### src/sv/arq_pkg.sv
`default_nettype none
package arq_pkg;

    localparam int MAX_TASKS = 16;
    localparam int NUM_CPUS  = 2;
    localparam int TASK_W    = $clog2(MAX_TASKS);
    localparam int CNT_W     = $clog2(MAX_TASKS + 1);
    localparam int CPU_W     = 1;
    localparam int AFF_W     = NUM_CPUS;

    typedef enum logic [2:0] {
        CMD_ENQUEUE = 3'd0,
        CMD_PICK    = 3'd1,
        CMD_YIELD   = 3'd2,
        CMD_REMOVE  = 3'd3,
        CMD_SET_AFF = 3'd4
    } cmd_t;

    typedef enum logic [1:0] {
        ST_OK     = 2'd0,
        ST_IDLE   = 2'd1,
        ST_DUP    = 2'd2,
        ST_ABSENT = 2'd3
    } status_t;

    typedef enum logic [2:0] {
        S_IDLE,
        S_DECODE,
        S_SCAN,
        S_SHIFT,
        S_DONE
    } state_t;

    // controller -> datapath
    typedef struct packed {
        logic    load;
        logic    push;
        logic    set_aff;
        logic    idx_clr;
        logic    idx_inc;
        logic    take;
        logic    shift;
        logic    cnt_dec;
        logic    st_wr;
        status_t st_code;
    } ctl_t;

    // datapath -> controller
    typedef struct packed {
        cmd_t cmd;
        logic is_queued;
        logic full;
        logic scan_end;
        logic match;
        logic shift_more;
    } sts_t;

endpackage
`default_nettype wire

### src/sv/arq_datapath.sv
`default_nettype none
module arq_datapath
    import arq_pkg::*;
(
    input  wire logic                clk,
    input  wire logic                rst_n,
    input  wire logic [2:0]          command,
    input  wire logic [TASK_W-1:0]   task_id,
    input  wire logic [CPU_W-1:0]    cpu_id,
    input  wire logic [AFF_W-1:0]    affinity,
    input  wire ctl_t                ctl,
    output sts_t                     sts,
    output logic [1:0]               status,
    output logic [TASK_W-1:0]        picked_task
);

    logic [TASK_W-1:0] queue_reg [MAX_TASKS];
    logic [CNT_W-1:0]  count_reg;
    logic [CNT_W-1:0]  idx_reg;
    logic [MAX_TASKS-1:0] in_queue_reg;
    logic [AFF_W-1:0]  aff_reg [MAX_TASKS];

    cmd_t              cmd_reg;
    logic [TASK_W-1:0] task_reg;
    logic [CPU_W-1:0]  cpu_reg;
    logic [AFF_W-1:0]  mask_reg;
    status_t           status_reg;
    logic [TASK_W-1:0] picked_reg;

    logic [TASK_W-1:0] idx;
    logic [TASK_W-1:0] idx_up;
    logic [TASK_W-1:0] head_task;
    logic [CNT_W-1:0]  idx_plus;

    assign idx       = idx_reg[TASK_W-1:0];
    assign idx_plus  = idx_reg + CNT_W'(1);
    assign idx_up    = idx_plus[TASK_W-1:0];
    assign head_task = queue_reg[idx];

    always_comb
    begin
        sts.cmd        = cmd_reg;
        sts.is_queued  = in_queue_reg[task_reg];
        sts.full       = (count_reg == CNT_W'(MAX_TASKS));
        sts.scan_end   = (idx_reg >= count_reg);
        sts.shift_more = (idx_plus < count_reg);
        if (cmd_reg == CMD_REMOVE)
            sts.match = (head_task == task_reg);
        else
            sts.match = aff_reg[head_task][cpu_reg];
    end

    assign status      = status_reg;
    assign picked_task = picked_reg;

    // latched command and results
    always_ff @(posedge clk)
    begin
        if (ctl.load)
        begin
            cmd_reg  <= cmd_t'(command);
            task_reg <= task_id;
            cpu_reg  <= cpu_id;
            mask_reg <= affinity;
        end
    end

    always_ff @(posedge clk)
    begin
        if (ctl.load)
        begin
            status_reg <= ST_OK;
            picked_reg <= '0;
        end
        else
        begin
            if (ctl.st_wr)
                status_reg <= ctl.st_code;
            if (ctl.take && cmd_reg != CMD_REMOVE)
                picked_reg <= head_task;
        end
    end

    // queue slots: undefined until written
    always_ff @(posedge clk)
    begin
        if (ctl.push)
            queue_reg[count_reg[TASK_W-1:0]] <= task_reg;
        else if (ctl.shift)
            queue_reg[idx] <= queue_reg[idx_up];
    end

    always_ff @(posedge clk or negedge rst_n)
    begin
        if (!rst_n)
        begin
            count_reg    <= '0;
            idx_reg      <= '0;
            in_queue_reg <= '0;
            for (int i = 0; i < MAX_TASKS; i++)
                aff_reg[i] <= '1;
        end
        else
        begin
            if (ctl.push)
                count_reg <= count_reg + CNT_W'(1);
            else if (ctl.cnt_dec)
                count_reg <= count_reg - CNT_W'(1);

            if (ctl.idx_clr)
                idx_reg <= '0;
            else if (ctl.idx_inc || ctl.shift)
                idx_reg <= idx_plus;

            if (ctl.push)
                in_queue_reg[task_reg] <= 1'b1;
            else if (ctl.take)
                in_queue_reg[head_task] <= 1'b0;

            if (ctl.set_aff)
                aff_reg[task_reg] <= mask_reg;
        end
    end

endmodule
`default_nettype wire

### src/sv/arq_controller.sv
`default_nettype none
module arq_controller
    import arq_pkg::*;
(
    input  wire logic clk,
    input  wire logic rst_n,
    input  wire logic start,
    input  wire sts_t sts,
    output ctl_t      ctl,
    output logic      busy,
    output logic      done
);

    state_t state_reg;
    state_t state_next;

    always_ff @(posedge clk or negedge rst_n)
    begin
        if (!rst_n)
            state_reg <= S_IDLE;
        else
            state_reg <= state_next;
    end

    always_comb
    begin
        state_next = state_reg;
        case (state_reg)
            S_IDLE:
            begin
                if (start)
                    state_next = S_DECODE;
            end
            S_DECODE:
            begin
                case (sts.cmd)
                    CMD_PICK, CMD_YIELD: state_next = S_SCAN;
                    CMD_REMOVE:
                    begin
                        if (sts.is_queued)
                            state_next = S_SCAN;
                        else
                            state_next = S_DONE;
                    end
                    default: state_next = S_DONE;
                endcase
            end
            S_SCAN:
            begin
                if (sts.scan_end)
                    state_next = S_DONE;
                else if (sts.match)
                    state_next = S_SHIFT;
            end
            S_SHIFT:
            begin
                if (!sts.shift_more)
                    state_next = S_DONE;
            end
            S_DONE:  state_next = S_IDLE;
            default: state_next = S_IDLE;
        endcase
    end

    always_comb
    begin
        ctl         = '0;
        ctl.st_code = ST_OK;
        busy        = (state_reg != S_IDLE);
        done        = 1'b0;
        case (state_reg)
            S_IDLE:
            begin
                ctl.load = start;
            end
            S_DECODE:
            begin
                ctl.idx_clr = 1'b1;
                case (sts.cmd)
                    CMD_ENQUEUE:
                    begin
                        if (sts.is_queued || sts.full)
                        begin
                            ctl.st_wr   = 1'b1;
                            ctl.st_code = ST_DUP;
                        end
                        else
                            ctl.push = 1'b1;
                    end
                    CMD_YIELD:
                    begin
                        ctl.push = !sts.is_queued && !sts.full;
                    end
                    CMD_REMOVE:
                    begin
                        if (!sts.is_queued)
                        begin
                            ctl.st_wr   = 1'b1;
                            ctl.st_code = ST_ABSENT;
                        end
                    end
                    CMD_SET_AFF:
                    begin
                        ctl.set_aff = 1'b1;
                    end
                    default:
                    begin
                    end
                endcase
            end
            S_SCAN:
            begin
                if (sts.scan_end)
                begin
                    // in_queue keeps a removed task always findable
                    ctl.st_wr   = 1'b1;
                    ctl.st_code = (sts.cmd == CMD_REMOVE) ? ST_ABSENT : ST_IDLE;
                end
                else if (sts.match)
                    ctl.take = 1'b1;
                else
                    ctl.idx_inc = 1'b1;
            end
            S_SHIFT:
            begin
                // close the gap one slot per cycle
                if (sts.shift_more)
                    ctl.shift = 1'b1;
                else
                    ctl.cnt_dec = 1'b1;
            end
            S_DONE:
            begin
                done = 1'b1;
            end
            default:
            begin
            end
        endcase
    end

endmodule
`default_nettype wire

### src/sv/affinity_ready_queue_unit.sv
`default_nettype none
// Affinity ready queue: FIFO of task numbers with a per-task CPU mask.
// Command channel: command, task_id, cpu_id and affinity transfer at a rising
// edge with start high and busy low. busy stays high until the result is out.
// Result channel: status and picked_task are valid for exactly one cycle while
// done is high; the receiver takes them then and cannot hold them off.
// Sequence from the accepting edge to done:
//   enqueue, set affinity, unused codes, remove of an absent task: decode, then
//   done. pick / yield / remove: decode, then a scan from the head of the queue
//   (after the yield's enqueue) one slot per cycle to the first match, then the
//   shift that closes the gap one slot per cycle, then done; with no match the
//   scan walks the whole queue and goes straight to done.
// One command is in flight at a time; the next may start in the cycle after
// done. Reset (rst_n low) empties the queue and gives every task an all-CPU
// mask; queue slots themselves are not cleared.
module affinity_ready_queue_unit
    import arq_pkg::*;
(
    input  wire logic              clk,
    input  wire logic              rst_n,
    input  wire logic              start,
    output logic                   busy,
    input  wire logic [2:0]        command,
    input  wire logic [TASK_W-1:0] task_id,
    input  wire logic [CPU_W-1:0]  cpu_id,
    input  wire logic [AFF_W-1:0]  affinity,
    output logic                   done,
    output logic [1:0]             status,
    output logic [TASK_W-1:0]      picked_task
);

    ctl_t ctl;
    sts_t sts;

    arq_controller u_ctrl (
        .clk   (clk),
        .rst_n (rst_n),
        .start (start),
        .sts   (sts),
        .ctl   (ctl),
        .busy  (busy),
        .done  (done)
    );

    arq_datapath u_dp (
        .clk         (clk),
        .rst_n       (rst_n),
        .command     (command),
        .task_id     (task_id),
        .cpu_id      (cpu_id),
        .affinity    (affinity),
        .ctl         (ctl),
        .sts         (sts),
        .status      (status),
        .picked_task (picked_task)
    );

    a_accept_busy: assert property (@(posedge clk) disable iff (!rst_n)
        start && !busy |=> busy)
        else $error("busy not raised after command transfer");

    a_done_pulse: assert property (@(posedge clk) disable iff (!rst_n)
        done |=> !done && !busy)
        else $error("done longer than one cycle");

    a_done_busy: assert property (@(posedge clk) disable iff (!rst_n)
        done |-> busy)
        else $error("result without command in flight");

    a_idle_zero: assert property (@(posedge clk) disable iff (!rst_n)
        done && status != ST_OK |-> picked_task == '0)
        else $error("picked task on failed command");

endmodule
`default_nettype wire

### config.mk
export PLATFORM = sky130hd
export DESIGN_NAME = affinity_ready_queue_unit
export DESIGN_NICKNAME = d
export VERILOG_FILES = /design/src/sv/arq_pkg.sv /design/src/sv/arq_datapath.sv /design/src/sv/arq_controller.sv /design/src/sv/affinity_ready_queue_unit.sv
export SDC_FILE = /design/constraint.sdc
export NUM_CORES = 1
export LEC_CHECK = 0
export BUFFER_PORTS_ARGS = -buffer_cell sky130_fd_sc_hd__buf_2
export CORE_MARGIN = 2
export CORE_UTILIZATION = 46
export CTS_BUF_LIST = sky130_fd_sc_hd__clkbuf_2 sky130_fd_sc_hd__clkbuf_4 sky130_fd_sc_hd__clkbuf_8
export DETAILED_ROUTE_END_ITERATION = 16
export GPL_TIMING_DRIVEN = 0
export PLACE_DENSITY_LB_ADDON = 0.08
export SETUP_SLACK_MARGIN = 0.5
export SLEW_MARGIN = 10
export SYNTH_ARGS = -nofsm -noshare
export SYNTH_HDL_FRONTEND = slang
export SYNTH_SLANG_ARGS = --single-unit
### constraint.sdc
create_clock -name clk -period 8.18 [get_ports clk]
set_clock_uncertainty 0.2 [all_clocks]
set_input_delay 0 -clock clk [delete_from_list [all_inputs] [get_ports clk]]
set_output_delay 0 -clock clk [all_outputs]
set_load 0.02 [all_outputs]
==> results of run 1 <==
-- final timing paths --
path,to,slack [ns]
max,u_dp.queue_reg[13][0],3.07
min,u_dp.in_queue_reg[9],-0.01
max reg2reg,u_dp.queue_reg[13][0],3.07
min reg2reg,u_dp.picked_task[2],0.29
max in group asynchronous,u_dp.in_queue_reg[12],7.26
min in group clk,u_dp.mask_reg[0],0.07
-- metal layers --
metal / global-route usage / wire length (um)
met1: 0.282 / 7640
met2: 0.404 / 9390
met3: 0.0480 / 671
met4: 0.0795 / 442
met5: 0 / 0
-- cells in the final DEF (no fill, tap or decap), types with 17 or more instances in the layout --
master and count:
clkbuf_1 24, a21oi_1 40, mux2_2 32, nor2_1 54, clkbuf_8 17, mux4_2 39, mux2i_1 31, nand2_1 34
dfstp_2 32, dfrtp_1 29, buf_2 21, edfxtp_1 74
-- what timing repair did --
item | in CTS | in global routing
endpoints found under the hold margin | 88 | 0
hold buffers | 12 | 0
setup buffers | 0 | 0
-- layout make-up --
cell class | count | area, um2 | area share
flip-flops and latches | 141 | 3910 | 0.469
clock buffers | 22 | 272 | 0.0325
well taps | 216 | 270 | 0.0324
clock inverters | 10 | 148 | 0.0177
multi-input cells | 386 | 3300 | 0.396
repair buffers | 33 | 238 | 0.0285
inverters | 12 | 45.0 | 0.00540
plain buffers | 32 | 160 | 0.0192
-- power by group through the flow --
stage	Sequential [mW]	Clock (mW)	Combinational (mW)
global route	0.987	0.643	1.15
floorplan	0.970	0	0.764
finish	0.973	0.599	1.05
detailed placement	0.985	0	1.05
CTS	0.973	0.611	1.06
global placement	0.983	0	1.03
-- metrics by stage --
| stage | hold slack, ns | util | instances | power (mW) | cell area (um2) |
|---|---|---|---|---|---|
| 2_1_floorplan | -0.496 | - | 571 | 1.73 | 7410 |
| 3_3_place_gp | -0.0239 | 0.492 | 807 | 2.01 | 7780 |
| 3_5_place_dp | -0.0625 | 0.493 | 808 | 2.04 | 7800 |
| 4_1_cts | 0.00453 | 0.527 | 852 | 2.64 | 8340 |
| 5_1_grt | 0.0408 | 0.527 | 852 | 2.78 | 8340 |
| 6_report | -0.00967 | 0.527 | 852 | 2.63 | 8340 |
-- cells by family (layout without fill, tap and decap cells) --
| family | count (synthesis) | in the layout | synth area share |
|---|---|---|---|
| AND/OR/NAND/NOR | 170 | 170 | 0.122 |
| flip-flops | 141 | 141 | 0.527 |
| multiplexers | 103 | 103 | 0.210 |
| AO/OA/AOI/OAI | 87 | 87 | 0.0731 |
| buffers and inverters | 44 | 109 | 0.0277 |
| adder cells (fa/ha/maj) | 15 | 15 | 0.0263 |
| XOR/XNOR | 11 | 11 | 0.0130 |
==> run summary, run 1 <==
count leader, synth -> edfxtp_1
RSZ-0062 raised after global routing -> no
status -> finished with violations
hold slack -> -0.00967 ns
Most used DFF post-synth -> edfxtp_1
Rel. slew slack -> 0.380
crit end category -> register
Commonest cells post-synth -> edfxtp_1, nor2_1, a21oi_1
Max IR drop VDD -> 0.000171 V
Max clock buf depth -> 2
drt total wl -> 18.1 mm
DR iter-0 viols -> 291
CTS tree -> built
Comb pwr share -> 0.401
Num CTS Buffers -> 17
dpl ws -> 3.08 ns
slowest stage cell, crit path -> clkbuf_1
failing checks -> hold timing
vias in the first global route -> 5283
Pwr Density -> 315 mW/mm2
clock transition at the registers of the reported paths -> 0.08 ns
Internal Dissipation -> 1.69 mW
CP dominant cell by count -> clkbuf_1
Ports -> 21
Hold Path Class -> in2async
final hold violations -> 13
Synthesis Warnings -> 0
Remaining Overflow, GRT -> 0
Crit path required time -> 8.07 ns
switch share -> 0.355
GRT Total Usage -> 0.230
Max-Cap Viols -> 0
Cell Rows -> 46
Root Buffer -> clkbuf_8
post-cts gate resize count -> 0
EDFF count, synth -> 74
Placer Congestion -> 0.866
Post-Syn Area -> 0.00741 mm2
fill cell count -> 1340
setup ws final -> 3.07 ns
Slew Viols, Final -> 0
share of layout cells above drive strength 1 -> 0.283
worst reg-to-reg path cell count -> 14
Clock Latency Late Sink -> 0.44 ns
core area -> 0.0158 mm2
CP max FO -> 10
CP startpoint kind -> register
Leak -> 3.20 nW
# clock sinks -> 141
crit path from -> u_dp.idx_reg[1]
die width -> 131 um
Die ar. -> 0.0171 mm2
CP cell instances -> clkbuf_1, clkbuf_1, and3_1, xnor2_1, inv_1, ha_1, o21ai_0, nand2b_1, a21oi_1, and4b_1, clkbuf_1, clkbuf_1, a32oi_1, nor2_1
Max stage delay on crit path -> 0.57 ns
initial antenna violation count -> 0
post-route setup TNS -> 0 ns
# diodes -> 0
crit share post-route -> 0.624
starting density of the core -> 0.468
cell family with most CP delay -> buffers and inverters
max reg flops -> 64
drt first pass iters -> 4
NumNets Final -> 651
Synth top area share -> 0.300
CP Class -> reg2reg
Async SR Flop Fraction -> 0.433
post-DP HPWL -> 13.1 mm
vias per cell -> 5.80
DRT antenna net count -> 0
synth top area cells -> edfxtp_1, mux4_2, dfstp_2
Critical Path AT -> 5.00 ns
# setup viols final -> 0
Via Count -> 4941
DRC Markers -> 0
net switching power -> 0.933 mW
Mapped Cells -> 571
Least-Margin Pin Slew -> 0.930 ns
Crit path depth -> 14
first-pass GRT wire length -> 29.0 mm
area leader, netlist -> edfxtp_1
maximum clock rate -> 0.196 GHz
Synthesized Nets -> 599
largest net degree at the start of global routing -> 62
post-layout min period -> 5.11 ns
# port buffers -> 20
Die Span Y -> 131 um
syn_area_per_cell -> 13.0 um2
wire length per cell -> 21.3 um
sequential area share after synthesis -> 0.527
Area Growth Syn to Fin -> 12.5%
Seq cells post-synth -> 141
htree depth -> 4
Clk pwr share -> 0.228
Synth cell types -> 63
register share of total power -> 0.371
reg-to-reg startpoint -> u_dp.idx_reg[1]
CP Buf/Inv Count -> 5
(Power assumes the default switching activity.)
==> run 2, diff against run 1 <==
- ABC_AREA: default -> 1
- clock period: 8.18 -> 4.65 ns (I/O delays scaled with it)
==> run 2 against run 1 <==
  * The flow now finishes without violations
  * Highest routed layer unchanged
  * Setup slack got worse by 2.4 ns
  * Largest power group unchanged
  * Sequential power increased by 84%
  * Synthesized area increased by 6.2%
  * Final cell count increased by 48%
==> run summary, run 2 <==
status -> complete, no violations
Most used DFF post-synth -> edfxtp_1
Rel. slew slack -> 0.279 (-0.101)
Async SR Flop Fraction -> 0.433 (unchanged)
EDFF count, synth -> 74 (unchanged)
placed insts -> 1212 (+50%)
Critical Path AT -> 3.94 ns (-1.06 ns)
cell family with most CP delay -> buffers and inverters
Root Buffer -> clkbuf_8
# port buffers -> 20 (unchanged)
initial antenna violation count -> 0 (unchanged)
post-DP HPWL -> 15.6 mm (+19%)
die width -> 135 um (+3.0%)
Via Count -> 6730 (+36%)
Hold Path Depth -> 2
share of layout cells above drive strength 1 -> 0.156 (-0.127)
Post-Syn Area -> 0.00787 mm2 (+6.2%)
NumNets Final -> 1058 (+63%)
Hold Startpoint -> task_id[1]
reg-to-reg startpoint -> u_dp.idx_reg[2]
Synth cell types -> 41 (-35%)
DRC Markers -> 0 (unchanged)
post-layout min period -> 3.98 ns (-1.13 ns)
# setup viols final -> 0 (unchanged)
Synth top area share -> 0.282 (-0.0175)
DP Area -> 0.00831 mm2 (+6.5%)
RSZ-0062 raised after global routing -> no
sequential area share after synthesis -> 0.496 (-0.0308)
Max-Cap Viols -> 0 (unchanged)
Commonest cells post-synth -> nand2_1, inv_1, o21ai_0
wire length per cell -> 17.4 um (-18%)
syn_area_per_cell -> 8.13 um2 (-37%)
Max stage delay on crit path -> 0.57 ns (about the same)
fin area -> 0.00903 mm2 (+8.2%)
Num CTS Buffers -> 17 (unchanged)
CP Buf/Inv Count -> 5 (unchanged)
Ports -> 21 (unchanged)
DRT antenna net count -> 0 (unchanged)
Least-Margin Pin Slew -> 1.08 ns (+0.147 ns)
Hold EP -> u_dp.task_reg[1]
drt first pass iters -> 5 (+1)
register-to-register setup slack -> 0.67 ns (-2.40 ns)
CP Class -> reg2reg
starting density of the core -> 0.473 (+0.00474)
commonest cells after routing, fill and taps aside -> nand2_1, inv_1, o21ai_0
vias per cell -> 5.33 (-8.1%)
Max clock buf depth -> 2 (unchanged)
crit share post-route -> 0.856 (+0.231)
vias in the first global route -> 6328 (+20%)
drt total wl -> 22.0 mm (+21%)
CTS tree -> built
Clock Latency Late Sink -> 0.47 ns (+0.03 ns)
post-route setup TNS -> 0 ns (unchanged)
crit end category -> register
post-route insts no fill -> 1263 (+48%)
Synthesis Warnings -> 0 (unchanged)
CP max FO -> 10 (unchanged)
max reg flops -> 64 (unchanged)
# diodes -> 0 (unchanged)
count leader, synth -> nand2_1
Max IR drop VDD -> 0.000303 V (+77%)
DR iter-0 viols -> 701 (+140%)
Slew Viols, Final -> 0 (unchanged)
Die Span Y -> 135 um (+3.0%)
FF-to-FF End -> u_dp.queue_reg[2][2]
CP cell instances -> buf_2, xor2_1, ha_1, a21oi_1, o221ai_2, nor2_4, buf_4, buf_4, nand2_1, o21ai_4, inv_1, nor2_1, inv_1, nor3_4
Design Power -> 5.51 mW (+110%)
first-pass GRT wire length -> 35.0 mm (+21%)
dpl ws -> -0.492 ns (-3.58 ns)
Leak -> 3.91 nW (+22%)
largest net degree at the start of global routing -> 62 (unchanged)
Crit path required time -> 4.61 ns (-3.46 ns)
area leader, netlist -> edfxtp_1
Area Growth Syn to Fin -> 14.7%
# clock sinks -> 141 (unchanged)
Die ar. -> 0.0182 mm2 (+6.0%)
Seq cells post-synth -> 141 (unchanged)
final hold violations -> 0 (-13)
Remaining Overflow, GRT -> 0 (unchanged)
Pwr Density -> 610 mW/mm2 (+94%)
Placer Congestion -> 0.991 (+14%)
clock transition at the registers of the reported paths -> 0.09 ns (about the same)
Cell Rows -> 47 (+2.2%)
synth top area cells -> edfxtp_1, dfstp_2, nand2_1
maximum clock rate -> 0.251 GHz (+28%)
GRT Total Usage -> 0.253 (+0.0228)
Synthesized Nets -> 997 (+66%)
worst reg-to-reg path cell count -> 14 (unchanged)
slowest stage cell, crit path -> xor2_1
htree depth -> 4 (unchanged)
most common cell after layout, fill and taps aside -> nand2_1
CP startpoint kind -> register
setup ws final -> 0.672 ns (-2.40 ns)
Hold Path Class -> in2reg
core area -> 0.0166 mm2 (+5.1%)
Mapped Cells -> 969 (+70%)
run 2: cell types whose count changed after synthesis, moves of 12 or more:
cell	change
nand2_1	+189
inv_1	+138
o21ai_0	+83
nand3_1	+41
mux4_2	-39
mux2_2	-32
mux2i_1	-31
o21ai_1	+19
o211ai_1	+17
a21oi_1	+15
nand4_1	+12
run 2: worst reg2reg max path, delay by kind of cell (launching register included):
| kind | cells | cell delay [ns] |
|---|---|---|
| buf+inv | 5 | 0.79 |
| simple gates | 4 | 0.73 |
| xor+xnor | 1 | 0.58 |
| compound gates | 3 | 0.52 |
| flops | 1 | 0.46 |
| fa+ha+maj | 1 | 0.37 |
run 2: per-stage QoR:
step | hold slack (ns) | utilization
6_report | 0.0371 | 0.543
4_1_cts | 0.0240 | 0.538
2_1_floorplan | -0.496 | -
3_5_place_dp | -0.175 | 0.499
3_3_place_gp | -0.0227 | 0.496
5_1_grt | 0.0309 | 0.543
run 2: repair_timing:
action                                  CTS  global route
gates resized for setup                  21            20
endpoints found under the setup margin  128            64
setup buffers                             5             1
hold buffers                             13             0
hold endpoints to repair                 86             0
pin swaps                                 2             1
run 2: logic make-up after synthesis:
family | after synthesis | share of synthesized area
AOI/OAI and AO/OA | 214 | 0.150
buffers and inverters | 198 | 0.103
and+or+nand+nor | 393 | 0.217
adders and majority gates | 15 | 0.0248
DFF | 141 | 0.496
xor gates and xnor gates | 8 | 0.00890
run 2: how the worst max path moves through the flow:
stage	start	to	slack (ns)	depth (start not counted)
final	u_dp.idx_reg[2]	u_dp.queue_reg[2][2]	0.67	14
after global routing	u_dp.idx_reg[2]	u_dp.queue_reg[2][1]	0.46	14
after CTS	u_dp.idx_reg[1]	u_dp.queue_reg[8][0]	0.55	18
after detailed placement	u_dp.idx_reg[2]	u_dp.queue_reg[9][2]	-0.49	15
after global placement	u_dp.idx_reg[2]	u_dp.queue_reg[11][3]	-0.99	12
after floorplan	u_dp.idx_reg[0]	u_dp.queue_reg[9][0]	0.74	16
run 2: per-layer routing:
| layer | GRT usage | share of wire | up-vias |
|---|---|---|---|
| li1 | - | - | 3324 |
| met1 | 0.348 | 0.45 | 3122 |
| met2 | 0.402 | 0.47 | 240 |
| met3 | 0.0454 | 0.055 | 44 |
| met4 | 0.0912 | 0.024 | 0 |
| met5 | 0 | 0 | - |
run 2: final cells by class:
class / count / area (um2)
clock inverters: 15 / 171
plain buffers: 35 / 211
inverters: 163 / 612
clock buffers: 17 / 234
repair buffers: 42 / 328
well taps: 220 / 275
flip-flops and latches: 141 / 3910
fillers: 1566 / 7610
multi-input cells: 630 / 3290
run 2: report_power, final:
part / switching [mW] / internal, mW / leakage (nW)
Combinational: 1.84 / 0.857 / 2.28
Clock: 0.565 / 0.454 / 0.205
Sequential: 0.139 / 1.65 / 1.43
